$ cat config.mk
export PLATFORM = sky130hd
export DESIGN_NAME = lppd_fifo
export DESIGN_NICKNAME = d
export VERILOG_FILES = /design/src/rtl/lppd_fifo.sv
export SDC_FILE = /design/constraint.sdc
export NUM_CORES = 1
export LEC_CHECK = 0
export BUFFER_PORTS_ARGS = -buffer_cell sky130_fd_sc_hd__buf_4
export CAP_MARGIN = 20
export CORE_UTILIZATION = 47
export CTS_BUF_LIST = sky130_fd_sc_hd__clkbuf_8
export DETAILED_ROUTE_END_ITERATION = 8
export GPL_ROUTABILITY_DRIVEN = 0
export PLACE_DENSITY = 0.76
export RECOVER_POWER = 100
export SLEW_MARGIN = 20
export SYNTH_ARGS = -nofsm -noshare
export SYNTH_HDL_FRONTEND = slang
export SYNTH_SLANG_ARGS = --single-unit
$ cat constraint.sdc
create_clock -name clk -period 1.35 [get_ports clk]
set_input_delay 0.2025 -clock clk [delete_from_list [all_inputs] [get_ports clk]]
set_output_delay 0.2025 -clock clk [all_outputs]
set_load 0.01 [all_outputs]
$ cat src/rtl/lppd_fifo.sv
`timescale 1ns / 1ps

module lppd_fifo #(
    parameter int WIDTH = 8,
    parameter int DEPTH = 2
) (
    input  logic             clk,
    input  logic             rst_n,
    input  logic             push,
    input  logic [WIDTH-1:0] wdata,
    output logic             full,
    input  logic             pop,
    output logic [WIDTH-1:0] rdata,
    output logic             empty
);

    localparam int PTR_W = $clog2(DEPTH);
    localparam int CNT_W = $clog2(DEPTH + 1);

    logic [WIDTH-1:0] mem_reg [DEPTH];
    logic [PTR_W-1:0] wr_ptr_reg, rd_ptr_reg;
    logic [CNT_W-1:0] count_reg;
    logic             do_push, do_pop;

    assign full    = (count_reg == CNT_W'(DEPTH));
    assign empty   = (count_reg == '0);
    assign do_push = push && !full;
    assign do_pop  = pop && !empty;
    assign rdata   = mem_reg[rd_ptr_reg];

    always_ff @(posedge clk)
    begin
        if (do_push)
        begin
            mem_reg[wr_ptr_reg] <= wdata;
        end
    end

    always_ff @(posedge clk or negedge rst_n)
    begin
        if (!rst_n)
        begin
            wr_ptr_reg <= '0;
            rd_ptr_reg <= '0;
            count_reg  <= '0;
        end
        else
        begin
            if (do_push)
            begin
                wr_ptr_reg <= (wr_ptr_reg == PTR_W'(DEPTH - 1)) ? '0 : wr_ptr_reg + 1'b1;
            end
            if (do_pop)
            begin
                rd_ptr_reg <= (rd_ptr_reg == PTR_W'(DEPTH - 1)) ? '0 : rd_ptr_reg + 1'b1;
            end
            if (do_push && !do_pop)
            begin
                count_reg <= count_reg + 1'b1;
            end
            else if (do_pop && !do_push)
            begin
                count_reg <= count_reg - 1'b1;
            end
        end
    end

endmodule

==> metrics.yaml, run 1 <==
synth_area_leaders: "edfxtp_1, dfrtp_1, mux2_1, mux2_2, xnor2_1"
slew_viol_final: 0
synth_seq_cells: 20
yosys_warnings: 0
end_kind: "primary output"
finalHoldViolations: 0
ys_seq_area_share_pct: 74.2
critPathMaxStageDelay_ps: 410
rows: 14
dpl_worst_slack_ps: -28.3
total_leakage_power_nw: 0.548
num_io_pins: 22
synth_enable_flop_cells: 16
largest_register_ff_count: 16
clock.fmax_mhz: 692
routed_wirelength_um: 1660
grt_pass1_wl_um: 2300
ys_async_sr_fraction_pct: 20.0
setup_viol: 17
critPathRequiredTime_ps: 1150
syn2layout_area_growth_pct: 61.8
wl_per_cell_um: 16.9
clock_path_buffers: 2
rsz0062_at_grt: "yes"
grt_max_degree: 13
portBuffers: 21
drive_gt1_share_pct: 68.3
drt_iter0_markers: 1
cp.arrival_ps: 1240
crit_type: "reg2out"
finalSetupTns_ps: -730
syn_nets: 57
synth_top_cell_by_area: "edfxtp_1"
violations: "setup timing"
cp_slowest_cell: "dfrtp_2"
placed_area_um2: 1020
antenna_cells: 0
cts.sinks: 20
netlist.area_leader.share_pct: 61.4
ys_types: 15
layout.nets: 96
dieArea_um2: 1830
grt_pass1_vias: 511
netlist_instances: 44
overflow: 0
synth.most_common_cell: "edfxtp_1"
dieHeight_um: 42.8
crit_family: "flip-flops"
drc: 0
core_area_um2: 1520
cp_max_fo: 5
grt_util_all_layers_pct: 18.3
skew_ps: 5.67
fin_ws_ps: -94.7
power_density_nw_per_um2: 2370
cts_inserted_buffers: 3
root_buffer: "clkbuf_8"
post-route-min-period_ps: 1440
crit_path_frequent_cell: "buf_6"
path_cells: "buf_6, mux2_4, buf_6"
start_kind: "register"
htreeDepth: 1
fp.dieW_um: 42.8
synthTopCellsByCount: "edfxtp_1, mux2_1, dfrtp_1"
cts_tree: "done"
finalPower_mw: 3.00
max-vdd-ir-drop_mv: 1.52
clkTransAtPathRegs_ps: 70
worst_pin_slew_ps: 309
antenna_left: 0
cap_violations: 0
slew_headroom_pct: 79.4
fin_crit_sh_pct: 107
final_design_area_no_fill_um2: 1260
regToRegSetupSlack_ps: -20
syn-mean-instance-area_um2: 17.8
start_util_pct: 51.3
via_per_inst: 4.99
first_pass_iters: 4
synth_ff_type: "edfxtp_1"
vias: 489
clkLatencyLatePin_ps: 250
dp_hpwl_um: 947
hp-class: "in2reg"
status: "complete, but fails checks"
syn-cell-area_um2: 782
crit_buf_inv: 2
antenna_found_initial: 0
==> layout by cell type, fill, tap and decap left out, types with 2 or more instances in the layout <==
cell      Yosys  layout
edfxtp_1     16      16
buf_4         0      12
buf_6         0      12
clkbuf_4      0       9
mux2_4        0       8
clkbuf_8      0       3
dfrtp_1       4       3
nor2_2        0       2
xnor2_1       2       2
==> layer usage <==
metal | wire, µm | vias to the layer above | GRT usage (%)
met2 | 996 | 11 | 34.5
met5 | 0 | - | 0
met4 | 4 | 0 | 7.50
met3 | 56 | 2 | 2.98
li1 | - | 234 | -
met1 | 598 | 242 | 19.9
==> layout make-up <==
type,count,area [µm²]
Clock buffer,3,41.3
Clock inverter,1,30.0
Fill cell,77,259
Inverter,2,10.0
Multi-Input combinational cell,21,275
Sequential cell,20,582
Tap cell,16,20.0
Timing Repair Buffer,35,307
==> what timing repair did <==
action | 4_1_cts | 5_1_grt
gates resized for setup | 24 | 11
cloned | 0 | 0
endpoints found under the setup margin | 9 | 15
buffers inserted | 5 | 1
pin swaps | 2 | 2
endpoints found under the hold margin | 4 | 0
hold buffers | 1 | 0
==> metrics by stage <==
stage,utilization (%),std cells,hold slack [ps]
after floorplan,-,44,-93.1
after global placement,66.7,87,3.42
after detailed placement,66.7,87,3.89
after CTS,79.6,97,124
after global routing,83.0,98,145
final,83.0,98,149
==> path summary, 6_finish.rpt <==
path,from,cells past startpoint,end
min,wdata[2],1,mem_reg[0][2]
min reg2reg,wr_ptr_reg,1,wr_ptr_reg
min in group asynchronous,rst_n,2,count_reg[1]
max reg2reg,count_reg[1],7,count_reg[1]
max in group asynchronous,rst_n,2,rd_ptr_reg
max,rd_ptr_reg,3,rdata[2]
==> where the power goes <==
group	internal, mW	switching (mW)	total, mW
Sequential	0.867	0.118	0.984
Clock	0.395	0.187	0.583
Combinational	0.857	0.574	1.43
==> kinds of logic after synthesis <==
family / Yosys count / share of synthesized area, %
XOR/XNOR: 5 / 6.56
flip-flops: 20 / 74.2
buffers and inverters: 3 / 1.60
adder cells (fa/ha/maj): 1 / 1.60
AND/OR/NAND/NOR: 6 / 3.84
multiplexers: 8 / 11.5
AO/OA/AOI/OAI: 1 / 0.639
No activity file was read; power rests on OpenSTA's default activity.
==> run 2, diff against run 1 <==
- ABC_AREA: default -> 1
- CAP_MARGIN: 20 -> default
- CORE_UTILIZATION: 47 -> 40
- PLACE_DENSITY: 0.76 -> 0.66
==> run 2 against run 1 <==
Compared with the run above: the flow now finishes without violations; routed wire length is 6.9% lower; power down 11%; sequential cell count stayed put; clock skew shrank 3.3 ps; sequential power decreased by 3.7%; core utilization is 17 points lower; final area decreased by 5.4%; die area up 21%; cell count grew 35%; clock power is 34% lower; critical path depth increased by 3; area after synthesis rose by 3.5%; critical endpoint is now mem_reg[0][6]; largest power group unchanged.
==> metrics.yaml, run 2 <==
status: "finished, final reports clean"
grt_pass1_vias: 541
synthAdderAreaFrac_pct: 1.55
synth_ff_type: "edfxtp_1"
grt_util_all_layers_pct: 16.2
cts_inserted_buffers: 3
antenna_cells: 0
ys_types: 14
first_pass_iters: 4
routed_wirelength_um: 1540
vias: 606
netlist_instances: 73
layout_commonest_cell: "nand2_1"
drt_iter0_markers: 8
synthMuxAreaShare_pct: 0
synth_enable_flop_cells: 16
placed_cells: 124
rows: 15
cts_tree: "done"
yosys_warnings: 0
hp-class: "in2reg"
fin_cells: 132
syn-cell-area_um2: 810
synth.most_common_cell: "nand2_1"
wl_per_cell_um: 11.7
dieArea_um2: 2210
skew_ps: 2.39
fp.dieW_um: 47.0
dp_hpwl_um: 1090
antenna_left: 0
synth_area_leaders: "edfxtp_1, nand2_1, dfrtp_1, inv_1, ha_1"
synth_compound_area_share_pct: 1.24
slew_headroom_pct: 81.0
finalSetupTns_ps: 0
cp.arrival_ps: 1290
largest_register_ff_count: 16
synth_seq_cells: 20
finalPower_mw: 2.66
portBuffers: 21
power_density_nw_per_um2: 2220
grt_pass1_wl_um: 2300
rsz0062_at_grt: "yes"
worst_pin_slew_ps: 283
crit_type: "reg2reg"
synth_top_family_by_area: "simple AND/OR/NAND/NOR gates"
overflow: 0
core_area_um2: 1800
synthXorXnorAreaFrac_pct: 1.08
htreeDepth: 1
critPathRequiredTime_ps: 1310
antenna_found_initial: 0
drc: 0
finalHoldViolations: 0
total_leakage_power_nw: 0.532
grt_max_degree: 12
final_cell_mix: "nand2_1, edfxtp_1, buf_6"
start_util_pct: 44.9
layout.nets: 121
post-route-min-period_ps: 1330
clock.fmax_mhz: 753
ys_async_sr_fraction_pct: 20.0
start_kind: "register"
synthTopCellsByCount: "nand2_1, edfxtp_1, inv_1"
fin_hold_ws_ps: 157
synth_top_cell_by_area: "edfxtp_1"
drive_gt1_share_pct: 38.3
netlist.area_leader.share_pct: 59.4
cts.sinks: 20
num_io_pins: 22
clock_path_buffers: 2
cp_max_fo: 8
syn-mean-instance-area_um2: 11.1
end_kind: "register"
slew_viol_final: 0
ys_seq_area_share_pct: 71.7
clkTransAtPathRegs_ps: 70
max-vdd-ir-drop_mv: 1.25
cap_violations: 0
syn_nets: 86
via_per_inst: 4.59
setup_viol: 0
clkLatencyLatePin_ps: 250
dieHeight_um: 47.0
syn2layout_area_growth_pct: 47.8
final_core_util_pct: 66.4
fin_crit_sh_pct: 98.4
root_buffer: "clkbuf_8"
synth_simple_gate_area_share_pct: 20.1
## run 2: cell families (layout without fill, tap and decap cells)
family | count (synthesis) | count (layout)
AND/OR/NAND/NOR | 40 | 40
flip-flops | 20 | 20
buffers and inverters | 9 | 43
AO/OA/AOI/OAI | 2 | 2
adder cells (fa/ha/maj) | 1 | 1
XOR/XNOR | 1 | 1
## run 2: what timing repair did
action / 4_1_cts / 5_1_grt
pin swaps: 4 / 4
resized for setup: 11 / 16
setup endpoints to repair: 20 / 24
hold endpoints to repair: 4 / 0
buffers inserted: 2 / 1
hold buffers: 1 / 0
cloned: 0 / 0
## run 2: per-stage QoR
| stage | area, µm² | setup WS [ps] |
|---|---|---|
| 3_5_place_dp | 1040 | -110 |
| 5_1_grt | 1200 | -49.9 |
| 3_3_place_gp | 1040 | -37.5 |
| 4_1_cts | 1130 | -7.42 |
| 2_1_floorplan | 810 | 28.4 |
| 6_report | 1200 | 21.8 |
## run 2: path summary, 6_finish.rpt
kind | from | end | slack (ps) | cells after the start
worst max-delay path | count_reg[1] | mem_reg[0][6] | 20 | 6
worst min-delay path | wdata[1] | mem_reg[0][1] | 160 | 1
worst max register to register | count_reg[1] | mem_reg[0][6] | 20 | 6
worst min register to register | wr_ptr_reg | wr_ptr_reg | 500 | 2
max in group asynchronous | rst_n | rd_ptr_reg | 820 | 2
min in group asynchronous | rst_n | count_reg[0] | 320 | 2
## run 2: cell type report
| cell class | instances | area, µm² |
|---|---|---|
| multi-input cells | 44 | 238 |
| flip-flops and latches | 20 | 582 |
| clock buffers | 3 | 41.3 |
| well taps | 25 | 31.3 |
| inverters | 8 | 35.0 |
| repair buffers | 31 | 265 |
| fillers | 146 | 606 |
| clock inverters | 1 | 3.75 |
## run 2: worst max-delay path, cell delays in order (launching register included)
cell and delay, ps:
dfrtp_1 390, inv_2 70, buf_6 100, nor2_4 40
nor2_2 140, nand2_1 150, inv_4 150
## run 2: power by group
part           total (mW)  switching [mW]  internal (mW)
registers           0.948          0.0869          0.861
logic                1.33           0.659          0.672
clock network       0.382           0.180          0.202
## run 2: per-layer routing
metal | global-route usage, % | routed length, µm | part of all wire, % | vias up
li1 | - | - | - | 302
met3 | 4.62 | 60 | 3.9 | 4
met1 | 18.2 | 653 | 42 | 285
met4 | 8.57 | 31 | 2.0 | 0
met5 | 0 | 0 | 0 | -
met2 | 28.1 | 796 | 52 | 15
