<file path="config.mk">
export PLATFORM = sky130hd
export DESIGN_NAME = lppd_back
export DESIGN_NICKNAME = d
export VERILOG_FILES = /design/src/rtl/lppd_pkg.sv /design/src/rtl/lppd_back.sv
export SDC_FILE = /design/constraint.sdc
export NUM_CORES = 2
export LEC_CHECK = 0
export BUFFER_PORTS_ARGS = -buffer_cell sky130_fd_sc_hd__clkbuf_2
export CORE_MARGIN = 2
export CORE_UTILIZATION = 65
export CTS_BUF_LIST = sky130_fd_sc_hd__clkbuf_8
export CTS_CLUSTER_DIAMETER = 40
export DETAILED_ROUTE_END_ITERATION = 10
export PLACE_DENSITY = 0.91
export SKIP_CTS_REPAIR_TIMING = 1
export SLEW_MARGIN = 10
export SYNTH_ARGS = -nofsm -noshare
export SYNTH_HDL_FRONTEND = slang
export SYNTH_SLANG_ARGS = --single-unit
</file>
<file path="constraint.sdc">
create_clock -name clk -period 9.6 [get_ports clk]
set_input_delay 0.96 -clock clk [delete_from_list [all_inputs] [get_ports clk]]
set_output_delay 0.96 -clock clk [all_outputs]
set_load 0.05 [all_outputs]
</file>
<file path="src/rtl/lppd_pkg.sv">
`timescale 1ns / 1ps

package lppd_pkg;

    localparam int MAX_BLOBS_DEF    = 8;
    localparam int COORD_BITS_DEF   = 10;
    localparam int CORDIC_ITERS_DEF = 14;

    localparam int CFG_W   = 24;
    localparam int CFG_IDX_W = 3;

    // Register indexes of the configuration port.
    localparam logic [CFG_IDX_W-1:0] CFG_SCALE_FACTOR    = 3'd0;
    localparam logic [CFG_IDX_W-1:0] CFG_GRID_SIZE       = 3'd1;
    localparam logic [CFG_IDX_W-1:0] CFG_LEG_LIMIT       = 3'd2;
    localparam logic [CFG_IDX_W-1:0] CFG_DETECTION_WIDTH = 3'd3;
    localparam logic [CFG_IDX_W-1:0] CFG_DETECTION_DEPTH = 3'd4;
    localparam logic [CFG_IDX_W-1:0] CFG_BOUND_WIDTH     = 3'd5;
    localparam logic [CFG_IDX_W-1:0] CFG_BOUND_DEPTH     = 3'd6;

    localparam logic [CFG_W-1:0] SCALE_RESET = 24'd65536;
    localparam logic [CFG_W-1:0] M24         = 24'hFFFFFF;

    localparam logic signed [16:0] ANG_LIM  = 17'sd25736;
    localparam logic [15:0]        INV_GAIN = 16'd39797;

    typedef struct packed {
        logic [CFG_W-1:0] scale_factor;
        logic [CFG_W-1:0] grid_size;
        logic [CFG_W-1:0] leg_limit;
        logic [CFG_W-1:0] detection_width;
        logic [CFG_W-1:0] detection_depth;
        logic [CFG_W-1:0] bound_width;
        logic [CFG_W-1:0] bound_depth;
    } cfg_t;

    typedef struct packed {
        logic               kind;
        logic signed [23:0] person_x;
        logic signed [23:0] person_y;
        logic signed [15:0] angle;
        logic [23:0]        magnitude;
        logic [4:0]         person_count;
        logic [4:0]         count_in_bound;
        logic [4:0]         closest_index;
        logic               closest_valid;
        logic               overflow;
        logic               last;
    } result_t;

    typedef enum logic [2:0] {
        F_LOAD,
        F_READ,
        F_MUL,
        F_SQR,
        F_TEST,
        F_END
    } front_state_t;

    typedef enum logic [2:0] {
        B_IDLE,
        B_ROT,
        B_MUL,
        B_OUT,
        B_SUM
    } back_state_t;

    // atan(2^-i) in Q1.14, rounded.
    function automatic logic signed [15:0] atan_q14(input logic [4:0] i);
        logic signed [15:0] r;
        case (i)
            5'd0:    r = 16'sd12868;
            5'd1:    r = 16'sd7596;
            5'd2:    r = 16'sd4014;
            5'd3:    r = 16'sd2037;
            5'd4:    r = 16'sd1023;
            5'd5:    r = 16'sd512;
            5'd6:    r = 16'sd256;
            5'd7:    r = 16'sd128;
            5'd8:    r = 16'sd64;
            5'd9:    r = 16'sd32;
            5'd10:   r = 16'sd16;
            5'd11:   r = 16'sd8;
            5'd12:   r = 16'sd4;
            5'd13:   r = 16'sd2;
            5'd14:   r = 16'sd1;
            default: r = 16'sd0;
        endcase
        return r;
    endfunction

endpackage

</file>
<file path="src/rtl/lppd_back.sv">
`timescale 1ns / 1ps

module lppd_back #(
    parameter int COORD_BITS   = lppd_pkg::COORD_BITS_DEF,
    parameter int CORDIC_ITERS = lppd_pkg::CORDIC_ITERS_DEF,
    localparam int P_W   = COORD_BITS + 21,
    localparam int REC_W = 2 + 2 * P_W
) (
    input  logic               clk,
    input  logic               rst_n,
    input  lppd_pkg::cfg_t     cfg,
    input  logic               q_empty,
    input  logic [REC_W-1:0]   q_data,
    output logic               q_pop,
    output logic               o_push,
    output lppd_pkg::result_t  o_data,
    input  logic               o_full
);

    localparam int CW     = P_W + 2;
    localparam int BX     = P_W + 2;
    localparam int ITER_W = $clog2(CORDIC_ITERS);

    lppd_pkg::back_state_t state_reg, state_next;

    logic                  rec_end, rec_ovf;
    logic signed [P_W-1:0] rec_px, rec_py;

    logic signed [P_W-1:0] px_reg, py_reg;
    logic signed [CW-1:0]  cx_reg, cy_reg, sx, sy;
    logic signed [16:0]    z_reg;
    logic [ITER_W-1:0]     k_reg;
    logic                  origin_reg, inb_reg, ovf_reg;
    logic [CW+15:0]        mp_reg;

    logic [4:0]  n_reg, nb_reg, best_reg;
    logic        have_reg;
    logic [23:0] best_mag_reg;

    logic                 inb;
    logic signed [BX-1:0] x2, wlim, dlim, ybx;
    logic [CW-1:0]        mag_full;
    logic [23:0]          mag;
    logic signed [15:0]   ang;
    logic signed [15:0]   step_ang;
    logic                 better;

    function automatic logic signed [23:0] sat24(input logic signed [P_W-1:0] v);
        logic signed [23:0] r;
        if (v > $signed(P_W'(24'sh7FFFFF)))
        begin
            r = 24'sh7FFFFF;
        end
        else if (v < $signed(P_W'(24'sh800000)))
        begin
            r = 24'sh800000;
        end
        else
        begin
            r = v[23:0];
        end
        return r;
    endfunction

    assign rec_end = q_data[2*P_W+1];
    assign rec_ovf = q_data[2*P_W];
    assign rec_px  = q_data[2*P_W-1:P_W];
    assign rec_py  = q_data[P_W-1:0];

    assign x2   = BX'(rec_px) <<< 1;
    assign ybx  = BX'(rec_py);
    assign wlim = $signed(BX'(cfg.bound_width));
    assign dlim = $signed(BX'(cfg.bound_depth));
    assign inb  = (x2 >= -wlim) && (x2 <= wlim) && (ybx >= 0) && (ybx <= dlim);

    assign sx       = cy_reg >>> k_reg;
    assign sy       = cx_reg >>> k_reg;
    assign step_ang = lppd_pkg::atan_q14(5'(k_reg));

    assign mag_full = CW'(mp_reg >> 16);
    assign mag = origin_reg ? 24'd0
               : (mag_full > CW'(lppd_pkg::M24)) ? lppd_pkg::M24 : mag_full[23:0];
    assign ang = origin_reg ? 16'sd0
               : (z_reg > lppd_pkg::ANG_LIM)  ? lppd_pkg::ANG_LIM[15:0]
               : (z_reg < -lppd_pkg::ANG_LIM) ? -lppd_pkg::ANG_LIM[15:0]
               : z_reg[15:0];
    assign better = !have_reg || (mag < best_mag_reg);

    // CORDIC and magnitude datapath.
    always_ff @(posedge clk)
    begin
        case (state_reg)
            lppd_pkg::B_IDLE:
            begin
                px_reg     <= rec_px;
                py_reg     <= rec_py;
                cx_reg     <= CW'(rec_py);
                cy_reg     <= CW'(rec_px);
                z_reg      <= '0;
                origin_reg <= (rec_px == '0) && (rec_py == '0);
                inb_reg    <= inb;
                ovf_reg    <= rec_ovf;
            end
            lppd_pkg::B_ROT:
            begin
                if (cy_reg > 0)
                begin
                    cx_reg <= cx_reg + sx;
                    cy_reg <= cy_reg - sy;
                    z_reg  <= z_reg + 17'(step_ang);
                end
                else
                begin
                    cx_reg <= cx_reg - sx;
                    cy_reg <= cy_reg + sy;
                    z_reg  <= z_reg - 17'(step_ang);
                end
            end
            lppd_pkg::B_MUL:
            begin
                mp_reg <= cx_reg[CW-1] ? '0
                        : (CW+16)'(cx_reg[CW-2:0]) * (CW+16)'(lppd_pkg::INV_GAIN)
                          + (CW+16)'(32768);
            end
            default:
            begin
            end
        endcase
    end

    always_ff @(posedge clk or negedge rst_n)
    begin
        if (!rst_n)
        begin
            state_reg    <= lppd_pkg::B_IDLE;
            k_reg        <= '0;
            n_reg        <= '0;
            nb_reg       <= '0;
            best_reg     <= '0;
            have_reg     <= 1'b0;
            best_mag_reg <= '0;
        end
        else
        begin
            state_reg <= state_next;
            case (state_reg)
                lppd_pkg::B_IDLE: k_reg <= '0;
                lppd_pkg::B_ROT:  k_reg <= k_reg + 1'b1;
                lppd_pkg::B_OUT:
                begin
                    if (!o_full)
                    begin
                        n_reg <= n_reg + 1'b1;
                        if (inb_reg)
                        begin
                            nb_reg <= nb_reg + 1'b1;
                            if (better)
                            begin
                                have_reg     <= 1'b1;
                                best_mag_reg <= mag;
                                best_reg     <= n_reg;
                            end
                        end
                    end
                end
                lppd_pkg::B_SUM:
                begin
                    if (!o_full)
                    begin
                        n_reg    <= '0;
                        nb_reg   <= '0;
                        best_reg <= '0;
                        have_reg <= 1'b0;
                    end
                end
                default:
                begin
                end
            endcase
        end
    end

    always_comb
    begin
        state_next = state_reg;
        q_pop      = 1'b0;
        o_push     = 1'b0;
        o_data     = '0;
        case (state_reg)
            lppd_pkg::B_IDLE:
            begin
                if (!q_empty)
                begin
                    q_pop      = 1'b1;
                    state_next = rec_end ? lppd_pkg::B_SUM : lppd_pkg::B_ROT;
                end
            end
            lppd_pkg::B_ROT:
            begin
                if (k_reg == ITER_W'(CORDIC_ITERS - 1))
                begin
                    state_next = lppd_pkg::B_MUL;
                end
            end
            lppd_pkg::B_MUL: state_next = lppd_pkg::B_OUT;
            lppd_pkg::B_OUT:
            begin
                o_data.person_x  = sat24(px_reg);
                o_data.person_y  = sat24(py_reg);
                o_data.angle     = ang;
                o_data.magnitude = mag;
                if (!o_full)
                begin
                    o_push     = 1'b1;
                    state_next = lppd_pkg::B_IDLE;
                end
            end
            lppd_pkg::B_SUM:
            begin
                o_data.kind           = 1'b1;
                o_data.person_count   = n_reg;
                o_data.count_in_bound = nb_reg;
                o_data.closest_index  = have_reg ? best_reg : 5'd0;
                o_data.closest_valid  = have_reg;
                o_data.overflow       = ovf_reg;
                o_data.last           = 1'b1;
                if (!o_full)
                begin
                    o_push     = 1'b1;
                    state_next = lppd_pkg::B_IDLE;
                end
            end
            default: state_next = lppd_pkg::B_IDLE;
        endcase
    end

endmodule

</file>
==> results.py <==
metrics = {
    "status": {
        "outcome": "finished, final reports clean",
    },
    "synthesis": {
        "yosysUniqueCellTypes": 91,
        "flip_flop_and_latch_count_after_synthesis": 228,
        "synth_compound_area_share_pct": 13.9,
        "syn_avg_cell_area_um2": 9.25,
        "ys_async_sr_fraction_pct": 20.6,
        "main_combinational_cell_family_by_area_after_synthesis": "adder cells",
        "synth.cell_area_mm2": 0.0313,
        "yosys.area_share.xor_xnor_pct": 5.40,
        "synth_sequential_area_ratio_pct": 21.1,
        "ys_dominant_reg_cell": "sky130_fd_sc_hd__edfxtp_1",
        "fraction_of_the_mapped_netlist_area_in_simple_logic_gates_pct": 14.0,
        "synth_nets": 4239,
        "synth_edf_count": 181,
        "synth_mux_area_share_pct": 8.27,
        "post_synth_fa_ha_maj_area_fraction_pct": 30.4,
        "syn-instance-count": 3383,
        "ys.warnings.count": 0,
    },
    "drt": {
        "vias": 27000,
        "totalWireLength_um": 86700,
        "detailedRoute.firstPassIterationCount": 8,
        "initialDrtViolationCount": 2665,
        "drc": 0,
        "drt.antenna.violating_nets": 0,
        "route.detailed.wl_per_inst_um": 20.6,
        "vias_per_cell": 6.41,
    },
    "placed_design": {
        "finalWeightedCongestion": 0.982,
        "place_hpwl_um": 67500,
        "pre_cts_slack_ps": 1950,
        "placement.io_buffers": 224,
    },
    "hold_path": {
        "hold_path.class": "primary input to asynchronous set/reset pin",
    },
    "floorplan": {
        "fp.dieArea_mm2": 0.0499,
        "floorplan.die.height_um": 223,
        "initial_utilization_pct": 65.7,
        "floorplan.rows": 80,
        "io_pins": 345,
        "core_mm2": 0.0476,
        "fp.dieW_um": 223,
    },
    "grt": {
        "grt-ovfl-total": 0,
        "antenna_found_initial": 0,
        "grt_use_total_pct": 34.8,
        "grt_first_pass_wirelength_um": 139000,
        "grt_max_degree": 66,
        "first_global_vias": 27200,
    },
    "critical_path": {
        "cp-start-kind": "flop",
        "worst_ep_required_time_ps": 10000,
        "critPathCaptureType": "flop",
        "critical_path_peak_fanout": 12,
        "worst_path_max_delay_cell": "sky130_fd_sc_hd__edfxtp_1",
        "criticalPathCategory": "flop to flop",
        "worst_path_largest_cell_delay_ps": 770,
        "crit_path_frequent_cell": "sky130_fd_sc_hd__fa_1",
        "cp.arrival_ps": 8160,
        "timing.critical_path.cells": "inv_1 > fa_1 > fa_1 > inv_1 > fa_1 > fa_1 > fa_1 > fa_1 > ha_1 > a21o_1 > a21oi_1 > and3_1 > nand2_1 > a31oi_1 > o21ai_0 > a211o_1 > a21oi_1 > o21ai_0 > mux2_2",
    },
    "clock_tree": {
        "cts_tree": "built",
        "clkSlewWorstSetupHoldPaths_ps": 60,
        "worstSkewPairLatency_ps": 650,
        "tritoncts.num_buffers": 46,
        "cts-htree-levels": 2,
        "cts.sink_count": 228,
        "cts-root-to-sink-buffers": 3,
        "clock_tree.root_cell": "sky130_fd_sc_hd__clkbuf_8",
    },
    "sta": {
        "final.hold.worst_slack_ps": 421,
        "grt_setup_unrepaired": "false",
        "tightest_slew_ps": 1170,
        "final.min_clock_period_ps": 7770,
        "timing.fmax_mhz": 129,
        "period_share_pct": 80.9,
        "fin_worst_skew_ps": 69.1,
        "finalSetupTns_ps": 0,
        "finalSetupViolations": 0,
        "hold_viol_final": 0,
        "maxSlewHeadroom_pct": 21.6,
        "final.setup.worst_slack_ps": 1830,
        "finalMaxSlewViolations": 0,
    },
    "finish": {
        "area_growth_syn_to_fin_pct": 7.99,
        "final_common_cell": "sky130_fd_sc_hd__inv_1",
        "nets": 4422,
        "drive_above_1_share_pct": 12.8,
        "layout.cells.most_common_list": "430 x sky130_fd_sc_hd__inv_1, 386 x sky130_fd_sc_hd__ha_1, 343 x sky130_fd_sc_hd__nor2_1",
    },
    "job": {
        "max_cap_check_violation_count": 0,
    },
}
## synthesized netlist by cell type (75+ instances only)
library cell / instances / area share, %
sky130_fd_sc_hd__xnor2_1: 108 / 3.0
sky130_fd_sc_hd__mux2i_1: 75 / 2.4
sky130_fd_sc_hd__a21oi_1: 153 / 2.4
sky130_fd_sc_hd__fa_1: 234 / 15
sky130_fd_sc_hd__nand2_1: 242 / 2.9
sky130_fd_sc_hd__a21o_1: 84 / 2.0
sky130_fd_sc_hd__inv_1: 421 / 5.0
sky130_fd_sc_hd__nor2_1: 344 / 4.1
sky130_fd_sc_hd__o21ai_0: 189 / 3.0
sky130_fd_sc_hd__ha_1: 386 / 15
sky130_fd_sc_hd__xor2_1: 85 / 2.4
sky130_fd_sc_hd__edfxtp_1: 181 / 17
## cell type report
cell class	instances	area [µm²]
Antenna cell	2	5.00
Sequential cell	228	6620
Clock buffer	47	647
Inverter	425	1600
Fill cell	3387	13800
Tap cell	615	769
Multi-Input combinational cell	2617	22600
Clock inverter	33	270
Timing Repair Buffer	248	1300
## worst paths after layout
path	cells after the start	slack (ps)	to	from
max in group asynchronous	2	8610	k_reg[1]$_DFFE_PN0P_	rst_n
min in group clk	1	500	ovf_reg$_DFFE_PP_	q_data[62]
worst min-delay path	2	420	best_mag_reg[4]$_DFFE_PN0P_	rst_n
worst max register to register	19	1830	mp_reg[41]$_SDFFCE_PP0N_	cx_reg[8]$_DFFE_PP_
worst min register to register	1	500	best_mag_reg[5]$_DFFE_PN0P_	best_mag_reg[5]$_DFFE_PN0P_
worst max-delay path	19	1830	mp_reg[41]$_SDFFCE_PP0N_	cx_reg[8]$_DFFE_PP_
## routing by layer
metal  global-route usage (%)  vias up  wire (µm)
met2                     57.9     1555      41000
met3                     6.76      373       8210
met1                     42.7    12800      32200
li1                         -    12300          -
met5                        0        -          0
met4                     19.4        0       5320
## worst max-delay path, delay by kind of cell (launching register included)
kind | cells | cell delay, ps
AND/OR/NAND/NOR | 2 | 400
flip-flops | 1 | 770
adder cells (fa/ha/maj) | 7 | 3410
AO/OA/AOI/OAI | 7 | 2310
buffers and inverters | 2 | 350
multiplexers | 1 | 290
## cells by family after synthesis
logic type                 Yosys count
DFF                                228
buffers and inverters              538
xor gates and xnor gates           193
muxes                              187
AOI/OAI and AO/OA                  680
and+or+nand+nor                    937
adders and majority gates          620
## through the flow
step	utilization [%]	instance area (µm²)	instances
after floorplan	-	31300	3383
after global placement	69.0	32900	4133
after detailed placement	69.0	32900	4133
after CTS	70.9	33800	4213
after global routing	70.9	33800	4213
final	70.9	33800	4215
Power is not shown: default switching activity piles up to over one toggle a cycle in this logic, so the estimate is an artifact.
